<file path="config.mk">
export PLATFORM = sky130hd
export DESIGN_NAME = tcc_isqrt
export DESIGN_NICKNAME = d
export VERILOG_FILES = /design/src/tcc_pkg.sv /design/src/tcc_isqrt.sv
export SDC_FILE = /design/constraint.sdc
export NUM_CORES = 1
export LEC_CHECK = 0
export ABC_AREA = 1
export BUFFER_PORTS_ARGS = -buffer_cell sky130_fd_sc_hd__buf_2
export CAP_MARGIN = 0
export CELL_PAD_IN_SITES_DETAIL_PLACEMENT = 0
export CELL_PAD_IN_SITES_GLOBAL_PLACEMENT = 1
export CORE_ASPECT_RATIO = 0.9
export CORE_UTILIZATION = 48
export CTS_BUF_LIST = sky130_fd_sc_hd__clkbuf_8
export DETAILED_ROUTE_END_ITERATION = 12
export PLACE_DENSITY = 0.95
export SETUP_SLACK_MARGIN = 0.2
export SLEW_MARGIN = 15
export SYNTH_ARGS = -nofsm -noshare
export SYNTH_HDL_FRONTEND = slang
export SYNTH_SLANG_ARGS = --single-unit
</file>
<file path="constraint.sdc">
create_clock -name clk_i -period 16.9 [get_ports clk_i]
set_input_delay 4.225 -clock clk_i [delete_from_list [all_inputs] [get_ports clk_i]]
set_output_delay 4.225 -clock clk_i [all_outputs]
set_load 0.005 [all_outputs]
</file>
<file path="src/tcc_pkg.sv">
// shared constants, types and tables of the tilt compensated compass
package tcc_pkg;

  // default parameter values
  localparam int ANGLE_FRAC_BITS_DEF = 13;
  localparam int SAMPLE_BITS_DEF     = 16;

  // arithmetic widths
  localparam int MUL_W    = 32;
  localparam int ACC_W    = 2 * MUL_W + 2;
  localparam int ZW       = 34;
  localparam int HW       = 35;
  localparam int RAD_FRAC = 7;
  localparam int ITERS    = 28;
  localparam int IT_W     = 5;

  // angle constants in q30 radians
  localparam longint Q30_PI       = 64'sd3373259426;
  localparam longint Q30_HALF_PI  = 64'sd1686629713;
  localparam longint Q30_TWO_PI   = 64'sd6746518852;
  localparam longint INV_GAIN_Q30 = 64'sd652032874;

  // cordic unit control and status
  typedef struct packed {
    logic start;
    logic rot_mode;
  } cor_ctl_t;

  typedef struct packed {
    logic busy;
    logic done;
  } unit_stat_t;

  // arctangent of 2^-i in q30
  function automatic logic signed [ZW-1:0] atan_entry(input logic [IT_W-1:0] i);
    logic signed [ZW-1:0] v;
    unique case (i)
      5'd0:  v = 34'sd843314856;
      5'd1:  v = 34'sd497837829;
      5'd2:  v = 34'sd263043836;
      5'd3:  v = 34'sd133525158;
      5'd4:  v = 34'sd67021686;
      5'd5:  v = 34'sd33543515;
      5'd6:  v = 34'sd16775850;
      5'd7:  v = 34'sd8388437;
      5'd8:  v = 34'sd4194282;
      5'd9:  v = 34'sd2097149;
      5'd10: v = 34'sd1048575;
      5'd11: v = 34'sd524287;
      5'd12: v = 34'sd262143;
      5'd13: v = 34'sd131071;
      5'd14: v = 34'sd65535;
      5'd15: v = 34'sd32767;
      5'd16: v = 34'sd16383;
      5'd17: v = 34'sd8191;
      5'd18: v = 34'sd4095;
      5'd19: v = 34'sd2047;
      5'd20: v = 34'sd1023;
      5'd21: v = 34'sd511;
      5'd22: v = 34'sd255;
      5'd23: v = 34'sd127;
      5'd24: v = 34'sd63;
      5'd25: v = 34'sd31;
      5'd26: v = 34'sd15;
      5'd27: v = 34'sd8;
      default: v = '0;
    endcase
    return v;
  endfunction

  // first quadrant angle limited to [0, pi/2]
  function automatic logic signed [ZW-1:0] vec_clamp(input logic signed [ZW-1:0] z);
    logic signed [ZW-1:0] v;
    if (z < 0) begin
      v = '0;
    end else if (z > ZW'(Q30_HALF_PI)) begin
      v = ZW'(Q30_HALF_PI);
    end else begin
      v = z;
    end
    return v;
  endfunction

  // sector bound in milliradians rounded to the output format
  function automatic longint sector_bound(input longint milli, input int frac);
    return ((milli << frac) + 500) / 1000;
  endfunction

endpackage

</file>
<file path="src/tcc_isqrt.sv">
// bit-pair integer square root, one result bit per cycle
module tcc_isqrt import tcc_pkg::*; #(
  parameter int SQW = 2 * SAMPLE_BITS_DEF + 14
) (
  input  logic               clk_i,
  input  logic               rst_ni,
  input  logic               start_i,
  input  logic [SQW-1:0]     val_i,
  output unit_stat_t         stat_o,
  output logic [SQW/2-1:0]   root_o
);

  localparam int NIT   = SQW / 2;
  localparam int CNT_W = $clog2(NIT);

  logic             busy_q, done_q;
  logic [CNT_W-1:0] cnt_q;
  logic [SQW-1:0]   rem_q, root_q, bit_q, trial;

  assign trial = root_q + bit_q;

  // iteration count
  always_ff @(posedge clk_i or negedge rst_ni) begin
    if (!rst_ni) begin
      busy_q <= 1'b0;
      done_q <= 1'b0;
      cnt_q  <= '0;
    end else begin
      done_q <= 1'b0;
      if (start_i) begin
        busy_q <= 1'b1;
        cnt_q  <= CNT_W'(NIT - 1);
      end else if (busy_q) begin
        if (cnt_q == '0) begin
          busy_q <= 1'b0;
          done_q <= 1'b1;
        end else begin
          cnt_q <= cnt_q - 1'b1;
        end
      end
    end
  end

  // remainder and root update
  always_ff @(posedge clk_i) begin
    if (start_i) begin
      rem_q  <= val_i;
      root_q <= '0;
      bit_q  <= SQW'(1) << (SQW - 2);
    end else if (busy_q) begin
      if (rem_q >= trial) begin
        rem_q  <= rem_q - trial;
        root_q <= (root_q >> 1) + bit_q;
      end else begin
        root_q <= root_q >> 1;
      end
      bit_q <= bit_q >> 2;
    end
  end

  assign stat_o.busy = busy_q;
  assign stat_o.done = done_q;
  assign root_o      = root_q[SQW/2-1:0];

endmodule

</file>
### After elaboration in Yosys (flattened, before gate mapping)

Cells that the tools add are included.

| storage, ports and cells | value |
|---|---|
| input port bits | 49 |
| register bits | 122 |

| cells by class | value |
|---|---|
| order comparisons | 1 |
| eq/ne operators | 1 |
| muxes and demuxes | 13 |
| reduce and logical (&&, ||, !) cells | 5 |
| add/subtract/negate cells | 4 |

Operators with widths:

| operator | count |
|---|---|
| 2-to-1 mux 46 bit | 4 |
| adder 45 x 45 -> 46 bit | 1 |
| adder 46 x 45 -> 46 bit | 1 |
| >= comparator 46 bit | 1 |
| subtractor 46 bit | 1 |
| 2-to-1 mux 5 bit | 3 |
| 2-to-1 mux 1 bit | 6 |
| logical NOT 5 bit | 1 |
| subtractor 5 x 1 -> 5 bit (second input constant) | 1 |
| AND reduction 2 bit | 2 |
| nonzero test 2 bit | 2 |
| != test 2 bit (second input constant) | 1 |

### Longest topological paths before layout

| logic depth | value |
|---|---|
| depth after elaboration | 5 |
| depth in mapped cells | 27 |

### Least setup slack after synthesis

No wires, ideal clock.

| timing | value |
|---|---|
| kind | in2reg |
| start | input start_i |
| end | register rem_q[0], enable pin |
| cell stages on the path | 4 |
| setup slack | 9.298 ns |
| data required time | 16.423 ns |
| data arrival time | 7.125 ns |
| cells stage by stage | buf_2 > clkinv_1 > clkbuf_1 > a31oi_1 |

| on the way | value |
|---|---|
| word-level cells in the longest chain between the ends | 2 |
| elaborated cells between the ends (all ways) | 3 |

RTL lines:

| what | line | RTL |
|---|---|---|
| start, declared | tcc_isqrt.sv:7 | `input logic start_i,` |
| nonzero test 2 bit (no source line) | -- |  |
| AND reduction 2 bit (no source line) * | -- |  |
| end signal, assigned | tcc_isqrt.sv:47 | `rem_q <= val_i;` |
| end signal, assigned | tcc_isqrt.sv:52 | `rem_q <= rem_q - trial;` |
| end, declared | tcc_isqrt.sv:18 | `logic [SQW-1:0] rem_q, root_q, bit_q, trial;` |

Every way passes the cells marked *; elsewhere a longest branch is shown, timed or not.
A chain may end at the register's enable or synchronous reset.

### Worst setup path in the final report

| timing | value |
|---|---|
| start | input start_i |
| end | register cnt_q[4] |

| on the way | value |
|---|---|
| word-level cells in the longest chain between the ends | 2 |
| elaborated cells between the ends (all ways) | 4 |

RTL lines:

| what | line | RTL |
|---|---|---|
| != test 2 bit (no source line) / nonzero test 2 bit (equally long branches) | -- |  |
| AND reduction 2 bit (no source line) | -- |  |
| end signal, assigned | tcc_isqrt.sv:32 | `cnt_q <= CNT_W'(NIT - 1);` |
| end signal, assigned | tcc_isqrt.sv:38 | `cnt_q <= cnt_q - 1'b1;` |
| end, declared | tcc_isqrt.sv:17 | `logic [CNT_W-1:0] cnt_q;` |

Parallel ways exist; a longest one is shown, timed or not.

==> impl_metrics.yaml <==
grt:
  grt_max_degree: 60
  grt_pass1_vias: 13800
  grt.total_usage: 0.334
  grt_pass1_wl_um: 76500
  antenna_found_initial: 0
  grt_overflow: 0
yosys:
  synth_edf_count: 46
  synth.most_common_cell: "nand2_1"
  synthArstFlopShare: 0.0574
  synth_nets: 2535
  synth-main-ff-cell: "dfxtp_1"
  synth_area_leaders: "nand2_1, dfxtp_1, edfxtp_1, inv_1, ha_1"
  synth_top_cell_by_area: "nand2_1"
  synthTopCellsByCount: "nand2_1, inv_1, nand3_1"
  syn_area_um2: 14000
  netlist_instances: 2389
  syn_avg_cell_area_um2: 5.87
  synthDistinctLibCells: 47
  ys_seq_area_frac: 0.209
  ys_seq_elements: 122
  ys_warn_count: 0
  yosys.area.top_type_share: 0.208
cts:
  htree_num_levels: 4
  cts_buffer_depth: 2
  ctsResizeCount: 0
  ctsHoldBuffers: 0
  clk_pin_slew_ps: 70
  cts_tree: "done"
  cts-root-buf: "clkbuf_8"
  post_cts_buffers: 0
  insertion_delay_ps: 490
  cts_buffers: 17
  clock-sinks: 122
floorplanning:
  die_y_um: 164
  die-area_um2: 29900
  fp-row-count: 59
  start_util: 0.486
  io_pins: 74
  dieWidth_um: 182
  core_area_um2: 28900
cells_and_area:
  postLayoutCellArea_um2: 14900
  finalCoreUtilization: 0.515
  drive_gt1_frac: 0.0718
  nFillCells: 3114
  syn_to_final_growth_pct: 5.93
  nets: 2559
  antennaDiodeCount: 0
  fin_cells: 2820
drt:
  drt_iter0_markers: 1764
  via_per_inst: 5.48
  dr.pass1.iters: 6
  drt-total-wl_um: 49800
  num_vias: 15500
  wire_per_inst_um: 17.6
  drc: 0
  antenna_left: 0
sta:
  slew_headroom: 0.448
  final.period_utilization: 0.379
  skew_ps: 25.4
  setup_violations: 0
  hold_violations: 0
  rsz0062_at_grt: "false"
  fin_tns_setup_ps: 0
  maxSlewViolCount: 0
  worst_slew_pin_slew_ps: 819
  period_needed_ps: 6400
  fmax_mhz: 156
power:
  leakage_nw: 7.21
  powerDensity_nw_per_um2: 166
  power_w: 0.00247
  ir_worst_vdd_mv: 0.126
setup_path:
  rr_startpoint: "bit_q[0]"
  required_ps: 17240
  r2r_cells: 22
  cp-end-kind: "flop"
  timing.rr.end: "rem_q[39]"
  r2r_slack_ps: 11460
  crit_start: "start_i"
  start_kind: "input port"
  critPathArrivalTime_ps: 6740
  crit_fanout: 59
  critPathCapture: "cnt_q[4]"
  crit_type: "input port to flop"
placement:
  placed_cell_area_um2: 14500
  hpwlAfterDp_um: 40200
  place_congestion: 1.02
  dp.cells: 2790
  io_buffers: 73
run:
  max_cap_violations: 0
worst_hold_path:
  hold_path_class: "flop to flop"
run_status:
  outcome: "completed"
## power by group
part,total [W],internal (W),switching (W),leakage (nW)
combinational,0.00166,0.000546,0.00112,5.88
clock,0.000267,0.000135,0.000132,0.205
sequential,0.000544,0.000437,0.000107,1.12
total,0.00247,0.00112,0.00135,7.21
## worst min path at each step
stage          cells past startpoint  slack, ps    endpoint       start
3_3_place_gp                       2        470  root_q[45]  root_q[45]
5_1_grt                            2        520  root_q[45]  root_q[45]
4_1_cts                            2        490   root_q[0]   root_q[0]
6_report                           2        490   root_q[0]   root_q[0]
3_5_place_dp                       2        480   root_q[0]   root_q[0]
2_1_floorplan                      2        450  root_q[45]  root_q[45]
## critical path, stage by stage
cell and delay (ps):
buf_2 370, buf_4 640, nor2_2 60, inv_1 580, nand2_1 260, nor3_1 250, inv_1 80, o21ai_0 150
nand3_1 80
## cell families (layout without fill, tap and decap cells)
family | count (synthesis) | in the layout | share of synthesized area
xor gates and xnor gates | 70 | 70 | 0.0437
DFF | 122 | 122 | 0.209
AOI/OAI and AO/OA | 309 | 309 | 0.119
buffers and inverters | 436 | 471 | 0.131
and+or+nand+nor | 1355 | 1355 | 0.410
adders and majority gates | 97 | 97 | 0.0870
## metrics by stage
step           hold slack [ps]  setup slack (ps)
6_report                   494             10500
5_1_grt                    520             10220
4_1_cts                    494             10540
3_5_place_dp               483             10040
3_3_place_gp               468             10030
2_1_floorplan              452              9300
## cells in the final DEF (no fill, tap or decap), drive strengths merged
master / count
nand2: 790
fa: 1
xnor2: 25
a21oi: 128
a31oi: 6
or2: 17
nor2: 227
bufinv: 2
ha: 96
inv: 363
nand4: 28
nand3b: 9
o21bai: 12
a211oi: 1
nand3: 251
a32oi: 1
o31ai: 5
o21a: 4
nor3: 22
buf: 82
a21boi: 3
clkinv: 5
dfxtp: 69
dfrtp: 7
and2: 1
clkbuf: 19
o22ai: 25
edfxtp: 46
nor4: 9
xor2: 45
a21o: 6
and3: 1
o21ai: 118
## area by class of cell
cell class                 instances  area [um^2]  share of cell area
clock buffer                      19          262              0.0176
tap                              396          495              0.0333
sequential                       122         2940               0.198
clock inverter                    11          106             0.00715
multi-input combinational       1831         9290               0.625
inverter                         359         1350              0.0906
timing repair buffer              82          433              0.0291
## sequential cells by signal, indices dropped and copies added, names as in the netlist
signal  count
done_q      1
busy_q      1
root_q     46
cnt_q       5
rem_q      46
bit_q      23
## routing by layer
| layer | share of wire | vias up | track usage |
|---|---|---|---|
| met3 | 0.11 | 56 | 0.0885 |
| met1 | 0.47 | 6983 | 0.486 |
| met4 | 0.015 | 0 | 0.0680 |
| li1 | - | 7724 | - |
| met5 | 0 | - | 0 |
| met2 | 0.40 | 701 | 0.488 |
(Power assumes the default switching activity.)
