[config.mk]
export PLATFORM = sky130hd
export DESIGN_NAME = tcc_cordic
export DESIGN_NICKNAME = d
export VERILOG_FILES = /design/src/tcc_pkg.sv /design/src/tcc_cordic.sv
export SDC_FILE = /design/constraint.sdc
export NUM_CORES = 1
export LEC_CHECK = 0
export BUFFER_PORTS_ARGS = -buffer_cell sky130_fd_sc_hd__buf_4
export CORE_MARGIN = 2
export CORE_UTILIZATION = 30
export CTS_CLUSTER_SIZE = 12
export DETAILED_ROUTE_END_ITERATION = 16
export RECOVER_POWER = 50
export SYNTH_ARGS = -nofsm -noshare
export SYNTH_HDL_FRONTEND = slang
export SYNTH_SLANG_ARGS = --single-unit
export TNS_END_PERCENT = 20
[constraint.sdc]
create_clock -name clk_i -period 9.6 [get_ports clk_i]
set_clock_uncertainty 0.05 [all_clocks]
set_input_delay 0.48 -clock clk_i [delete_from_list [all_inputs] [get_ports clk_i]]
set_output_delay 0.48 -clock clk_i [all_outputs]
set_load 0.02 [all_outputs]
[src/tcc_pkg.sv]
// shared constants, types and tables of the tilt compensated compass
package tcc_pkg;

  // default parameter values
  localparam int ANGLE_FRAC_BITS_DEF = 13;
  localparam int SAMPLE_BITS_DEF     = 16;

  // arithmetic widths
  localparam int MUL_W    = 32;
  localparam int ACC_W    = 2 * MUL_W + 2;
  localparam int ZW       = 34;
  localparam int HW       = 35;
  localparam int RAD_FRAC = 7;
  localparam int ITERS    = 28;
  localparam int IT_W     = 5;

  // angle constants in q30 radians
  localparam longint Q30_PI       = 64'sd3373259426;
  localparam longint Q30_HALF_PI  = 64'sd1686629713;
  localparam longint Q30_TWO_PI   = 64'sd6746518852;
  localparam longint INV_GAIN_Q30 = 64'sd652032874;

  // cordic unit control and status
  typedef struct packed {
    logic start;
    logic rot_mode;
  } cor_ctl_t;

  typedef struct packed {
    logic busy;
    logic done;
  } unit_stat_t;

  // arctangent of 2^-i in q30
  function automatic logic signed [ZW-1:0] atan_entry(input logic [IT_W-1:0] i);
    logic signed [ZW-1:0] v;
    unique case (i)
      5'd0:  v = 34'sd843314856;
      5'd1:  v = 34'sd497837829;
      5'd2:  v = 34'sd263043836;
      5'd3:  v = 34'sd133525158;
      5'd4:  v = 34'sd67021686;
      5'd5:  v = 34'sd33543515;
      5'd6:  v = 34'sd16775850;
      5'd7:  v = 34'sd8388437;
      5'd8:  v = 34'sd4194282;
      5'd9:  v = 34'sd2097149;
      5'd10: v = 34'sd1048575;
      5'd11: v = 34'sd524287;
      5'd12: v = 34'sd262143;
      5'd13: v = 34'sd131071;
      5'd14: v = 34'sd65535;
      5'd15: v = 34'sd32767;
      5'd16: v = 34'sd16383;
      5'd17: v = 34'sd8191;
      5'd18: v = 34'sd4095;
      5'd19: v = 34'sd2047;
      5'd20: v = 34'sd1023;
      5'd21: v = 34'sd511;
      5'd22: v = 34'sd255;
      5'd23: v = 34'sd127;
      5'd24: v = 34'sd63;
      5'd25: v = 34'sd31;
      5'd26: v = 34'sd15;
      5'd27: v = 34'sd8;
      default: v = '0;
    endcase
    return v;
  endfunction

  // first quadrant angle limited to [0, pi/2]
  function automatic logic signed [ZW-1:0] vec_clamp(input logic signed [ZW-1:0] z);
    logic signed [ZW-1:0] v;
    if (z < 0) begin
      v = '0;
    end else if (z > ZW'(Q30_HALF_PI)) begin
      v = ZW'(Q30_HALF_PI);
    end else begin
      v = z;
    end
    return v;
  endfunction

  // sector bound in milliradians rounded to the output format
  function automatic longint sector_bound(input longint milli, input int frac);
    return ((milli << frac) + 500) / 1000;
  endfunction

endpackage

[src/tcc_cordic.sv]
// iterative cordic unit, vectoring and rotation modes, one step per cycle
module tcc_cordic import tcc_pkg::*; #(
  parameter int CW = SAMPLE_BITS_DEF + 27
) (
  input  logic                 clk_i,
  input  logic                 rst_ni,
  input  cor_ctl_t             ctl_i,
  input  logic signed [CW-1:0] x0_i,
  input  logic signed [CW-1:0] y0_i,
  input  logic signed [ZW-1:0] z0_i,
  output unit_stat_t           stat_o,
  output logic signed [CW-1:0] x_o,
  output logic signed [CW-1:0] y_o,
  output logic signed [ZW-1:0] z_o
);

  logic                 busy_q, done_q, rot_q;
  logic [IT_W-1:0]      step_q;
  logic signed [CW-1:0] x_q, y_q, dx, dy;
  logic signed [ZW-1:0] z_q, za;
  logic                 neg;

  // micro-rotation direction and shifted terms
  always_comb begin
    dx  = x_q >>> step_q;
    dy  = y_q >>> step_q;
    za  = atan_entry(step_q);
    neg = rot_q ? !z_q[ZW-1] : y_q[CW-1];
  end

  // step counter
  always_ff @(posedge clk_i or negedge rst_ni) begin
    if (!rst_ni) begin
      busy_q <= 1'b0;
      done_q <= 1'b0;
      rot_q  <= 1'b0;
      step_q <= '0;
    end else begin
      done_q <= 1'b0;
      if (ctl_i.start) begin
        busy_q <= 1'b1;
        rot_q  <= ctl_i.rot_mode;
        step_q <= '0;
      end else if (busy_q) begin
        if (step_q == IT_W'(ITERS - 1)) begin
          busy_q <= 1'b0;
          done_q <= 1'b1;
        end else begin
          step_q <= step_q + 1'b1;
        end
      end
    end
  end

  // vector registers
  always_ff @(posedge clk_i) begin
    if (ctl_i.start) begin
      x_q <= x0_i;
      y_q <= y0_i;
      z_q <= z0_i;
    end else if (busy_q) begin
      if (neg) begin
        x_q <= x_q - dy;
        y_q <= y_q + dx;
        z_q <= z_q - za;
      end else begin
        x_q <= x_q + dy;
        y_q <= y_q - dx;
        z_q <= z_q + za;
      end
    end
  end

  assign stat_o.busy = busy_q;
  assign stat_o.done = done_q;
  assign x_o = x_q;
  assign y_o = y_q;
  assign z_o = z_q;

  // a new start never lands on a running pass
  a_no_restart: assert property (@(posedge clk_i) disable iff (!rst_ni)
    ctl_i.start |-> !busy_q) else $error("cordic restarted while busy");
  a_done_pulse: assert property (@(posedge clk_i) disable iff (!rst_ni)
    done_q |=> !done_q || $past(ctl_i.start)) else $error("cordic done held");
  a_done_end: assert property (@(posedge clk_i) disable iff (!rst_ni)
    done_q |-> !busy_q) else $error("cordic done while busy");

endmodule

# ---- Word level (Yosys, flattened, before mapping)
# Memories as Yosys holds them, arrays and structs flattened.
# Cells that the tools add are included.
dict set report totals {
  word_cells 41
  romBits 960
  out_inout_bits 122
  mem_count 1
  regBits 128
}
dict set report classes {
  reduce_logical 3
  n_eq_ne 2
  n_addsub 7
  n_mux 19
  shift 2
}
# name depth width read_ports rd_clocked_by_memory_dff write_ports line_no
set memory_table {}
lappend memory_table {{(no name shown)} 32 30 1 0 0 tcc_pkg.sv:37} ;# unique case (i)
# operator n
set ops {}
lappend ops {{$mux 43} 6}
lappend ops {{$mux 34} 3}
lappend ops {{$add 43x43->43} 2}
lappend ops {{$sshr 43x5->43} 2}
lappend ops {{$sub 43x43->43} 2}
lappend ops {{$add 34x34->34} 1}
lappend ops {{$sub 34x34->34} 1}
lappend ops {{$mux 5} 3}
lappend ops {{$mux 1} 7}
lappend ops {{$add 5x1->5 const B} 1}
lappend ops {{$eq 5x5->1 const B} 1}
lappend ops {{$ne 2x2->1 const B} 1}
lappend ops {{$reduce_and 2->1} 1}
lappend ops {{$reduce_bool 2->1} 1}
lappend ops {{$logic_not 1->1} 1}

# ---- Depth between registers and ports, before layout
dict set report logic_depth {
  word_depth 5
  ltp_mapped 32
  ltp_nobuf 25
}

# ---- Least setup slack after synthesis
# No wires, ideal clock.
dict set report synth_timing {
  path_kind {register to register}
  startpoint {register step_q[4]}
  endpoint {register x_q[34] (netlist: x_o[34]) (data pin)}
  setup_slack_ns 2.843
  t_arrival_ns 6.447
  stages_incl_launch_ff 29
  path_cell_list {dfrtp_1 > clkbuf_1 > buf_2 > clkbuf_1 > buf_2 > buf_1 > buf_1 > buf_2 > clkbuf_1 > buf_1 > o21a_1 > ha_1 > and2_1 > or4b_2 > clkbuf_1 > nor2_1 > a21oi_1 > xnor2_1 > ha_1 > nand2_1 > o211ai_1 > a211oi_1 > o21ai_0 > a221o_1 > o21a_1 > o31a_1 > o211ai_1 > xnor2_1 > mux2_2}
}
dict set report synth_via {
  elab_chain_len 5
  word_cells_on_any_way 6
  cone_classes {add/sub (2); shift (1); mux (3)}
}
# item line_no
set synth_lines {}
lappend synth_lines {{start, declared} tcc_cordic.sv:18} ;# logic [IT_W-1:0] step_q;
lappend synth_lines {{start signal, assigned} tcc_cordic.sv:49} ;# step_q <= step_q + 1'b1;
lappend synth_lines {{$sshr 43x5->43 *} tcc_cordic.sv:26} ;# dy = y_q >>> step_q;
lappend synth_lines {{$add 43x43->43 / $sub 43x43->43 (equally long branches)} {tcc_cordic.sv:67, tcc_cordic.sv:63}}
lappend synth_lines {{$mux 43 *} tcc_cordic.sv:62} ;# if (neg) begin
lappend synth_lines {{$mux 43 *} tcc_cordic.sv:61} ;# end else if (busy_q) begin
lappend synth_lines {{$mux 43 *} tcc_cordic.sv:57} ;# if (ctl_i.start) begin
lappend synth_lines {{end signal, assigned} tcc_cordic.sv:58} ;# x_q <= x0_i;
lappend synth_lines {{end signal, assigned} tcc_cordic.sv:63} ;# x_q <= x_q - dy;
lappend synth_lines {{end signal, assigned} tcc_cordic.sv:67} ;# x_q <= x_q + dy;
lappend synth_lines {{end, declared} tcc_cordic.sv:19} ;# logic signed [CW-1:0] x_q, y_q, dx, dy;
# Mark *: on every way between the ends. The rest lies on a longest branch, timed or not. The select of a mux whose other input is x is not followed.
# A chain may end at the register's enable or synchronous reset.

# ---- Worst setup path after layout
dict set report layout_timing {
  startpoint {register step_q[0]}
  endpoint {register x_q[40] (netlist: x_o[40]) (data pin)}
}
# The elaborated chain is that of the path after synthesis.

==> results.json <==
{
  "post-route-period-util_pct": 82.4,
  "grt_remaining_overflow": 0,
  "period_minus_slack_ns": 7.91,
  "violations": "max-capacitance violations, max-slew violations",
  "final_net_count": 2902,
  "port_buffers": 245,
  "cts_setup_buffers": 0,
  "relSlewSlack_pct": -121,
  "cp_max_fo": 50,
  "hold_viol_final": 0,
  "drv_slew": 112,
  "cts_buffers": 17,
  "wl_met3_um": 8030,
  "synth_edf_count": 120,
  "fin_tns_setup_ns": 0,
  "yosysSeqAreaShare_pct": 18.2,
  "wl_met2_um": 39800,
  "tightest_slew_ns": 3.31,
  "antenna_found_initial": 2,
  "worstSetupEndpoint": "x_o[40]",
  "dp_hpwl_um": 69800,
  "critPathKind": "reg2reg",
  "max_freq_mhz": 126,
  "dp_cells": 3548,
  "startpoint_type": "register",
  "cts_tree": "done",
  "syn_inst": 2490,
  "outcome": "complete, but fails checks",
  "worst_r2r_path_depth": 22,
  "final_core_util_pct": 34.5,
  "vias": 21400,
  "drt_wl_total_um": 90000,
  "syn_nets": 2755,
  "synth.largest_area_cell": "edfxtp_1",
  "cap_viol_max_count": 2,
  "drt-vias-per-instance": 5.97,
  "synth_top_area_share_pct": 17.2,
  "grt_setup_unrepaired": "false",
  "synth.area.top_cells": "edfxtp_1 17%, mux4_2 8.7%, ha_1 8.2%",
  "highest_layer": "met5",
  "die_h_um": 268,
  "drc": 0,
  "rrSetupSlack_ns": 1.69,
  "start_util_pct": 30.4,
  "required_ns": 9.76,
  "setup_viol": 0,
  "placeableCoreArea_um2": 68800,
  "dieArea_um2": 71900,
  "wl_per_cell_um": 25.1,
  "grt_max_degree": 84,
  "clk_latency_ns": 0.51,
  "grt_first_pass_wirelength_um": 131000,
  "syn-cell-area_um2": 20900,
  "fin_cells": 3582,
  "crit_arrival_ns": 8.07,
  "cts_max_path_buffers": 2,
  "worstReg2RegStart": "step_q[0]",
  "met1_length_um": 37400,
  "synth_ff_type": "edfxtp_1",
  "cts_root_buffer": "clkbuf_16",
  "grt_pass1_vias": 20300,
  "hold_path_depth": 2,
  "end_kind": "register",
  "final_layout_size_suffix_gt1_share_pct": 15.1,
  "clk_pin_slew_worst_paths_ns": 0.08,
  "crit_path_start": "step_q[0]",
  "firstDrtPassIters": 7,
  "cts.sinks": 128,
  "yosys_warnings": 0,
  "num_rows": 96,
  "avgSynthCellArea_um2": 8.41,
  "die_x_um": 268,
  "ys_async_sr_fraction_pct": 6.25,
  "routabilityCongestion": 1.05,
  "drtIter0Drc": 2427,
  "synth_seq_cells": 128,
  "final_antenna_net_count": 0,
  "synth_cell_types": 102,
  "ios": 246,
  "cts_htree_levels": 4,
  "syn_to_final_growth_pct": 13.3,
  "grt_use_total_pct": 24.4,
  "hp-class": "in2reg",
  "r2r-end": "x_o[40]"
}
per-layer routing:
metal | GRT usage (%) | vias up
met2 | 37.6 | 1088
met3 | 5.45 | 232
li1 | - | 9809
met4 | 12.7 | 2
met1 | 31.9 | 10300
met5 | 0 | -
synth_stat cells, drive strengths merged, types with 11 or more instances:
cell      n
nand2   258
o21ai   213
nor2    180
a21oi   171
ha      138
edfxtp  120
xnor2   102
mux2i   100
mux4     87
xor2     84
clkbuf   83
nand3    73
buf      71
mux2     70
inv      68
a21o     65
nor3     50
o31ai    37
o21a     30
o211ai   29
o22ai    27
and2     26
a31oi    24
nor3b    24
a211oi   23
and3     22
nor2b    22
nand2b   20
a22oi    17
a221oi   16
o21bai   16
nor4     15
or3      13
a211o    11
nand4    11
worst min path at each step:
stage,start,to,slack [ns]
2_1_floorplan,rst_ni,busy_q,0.13
3_3_place_gp,rst_ni,done_q,0.27
3_5_place_dp,rst_ni,done_q,0.27
4_1_cts,ctl_i[0],rot_q,0.12
5_1_grt,ctl_i[0],rot_q,0.14
6_report,ctl_i[0],rot_q,0.16
kinds of logic (layout without fill, tap and decap cells):
group                    count (synthesis)  after routing  synth area share, %
AO/OA/AOI/OAI                          793            793                 24.8
XOR/XNOR                               186            186                 7.78
adder cells (fa/ha/maj)                141            141                 8.54
buffers and inverters                  225            385                 4.96
flip-flops                             128            128                 18.2
multiplexers                           257            257                 18.0
other                                    0              1                    0
AND/OR/NAND/NOR                        760            760                 17.7
worst max-delay path: stages, from the launching register on:
cell      delay [ns]
dfrtp_4         0.96
buf_12          0.36
mux4_1          0.67
mux2i_1         0.39
o22ai_1         0.20
nor3_1          0.55
o21ai_1         0.27
or4_1           0.73
nor4_2          0.51
and3b_1         0.25
nor2_1          0.05
xor2_1          0.19
ha_1            0.35
a21o_1          0.21
a21o_1          0.18
a21oi_1         0.17
o21ai_0         0.10
a221o_1         0.35
a21oi_1         0.24
a21oi_1         0.12
o21ai_0         0.25
mux2i_1         0.21
o311ai_0        0.12
what timing repair did:
item | 4_1_cts | 5_1_grt
endpoints found under the hold margin | 8 | 0
gates resized for setup | 0 | 0
hold buffers | 1 | 0
layout by cell type (no fill, tap or decap), types with 81 or more instances in the layout:
master	instances
buf_4	167
xor2_1	84
clkbuf_1	111
edfxtp_1	120
mux2i_1	100
a21oi_1	170
xnor2_1	102
mux4_2	81
nor2_1	180
o21ai_0	211
nand2_1	258
ha_1	138
registers in the layout (all words and copies together) (netlist names):
signal	cells
z_o	34
done_q	1
x_o	43
busy_q	1
y_o	43
rot_q	1
step_q	5
final cells by class:
class	instances	area, um2
clock buffers	17	425
fillers	7293	45100
repair buffers	282	1730
clock inverters	15	173
diodes	1	2.50
well taps	931	1160
flip-flops and latches	128	3820
inverters	71	267
multi-input cells	2137	16100
per-stage QoR:
step	setup WS, ns	area, um2	hold slack, ns
after global placement	2.04	23500	0.267
after global routing	1.22	23700	0.141
after floorplan	2.84	20900	0.134
after CTS	1.81	24100	0.117
final	1.69	23700	0.158
after detailed placement	1.90	23500	0.267
Power is left out: the tool's default activity adds up to more than one toggle a clock period on the data nets, which glitch-free logic cannot reach.
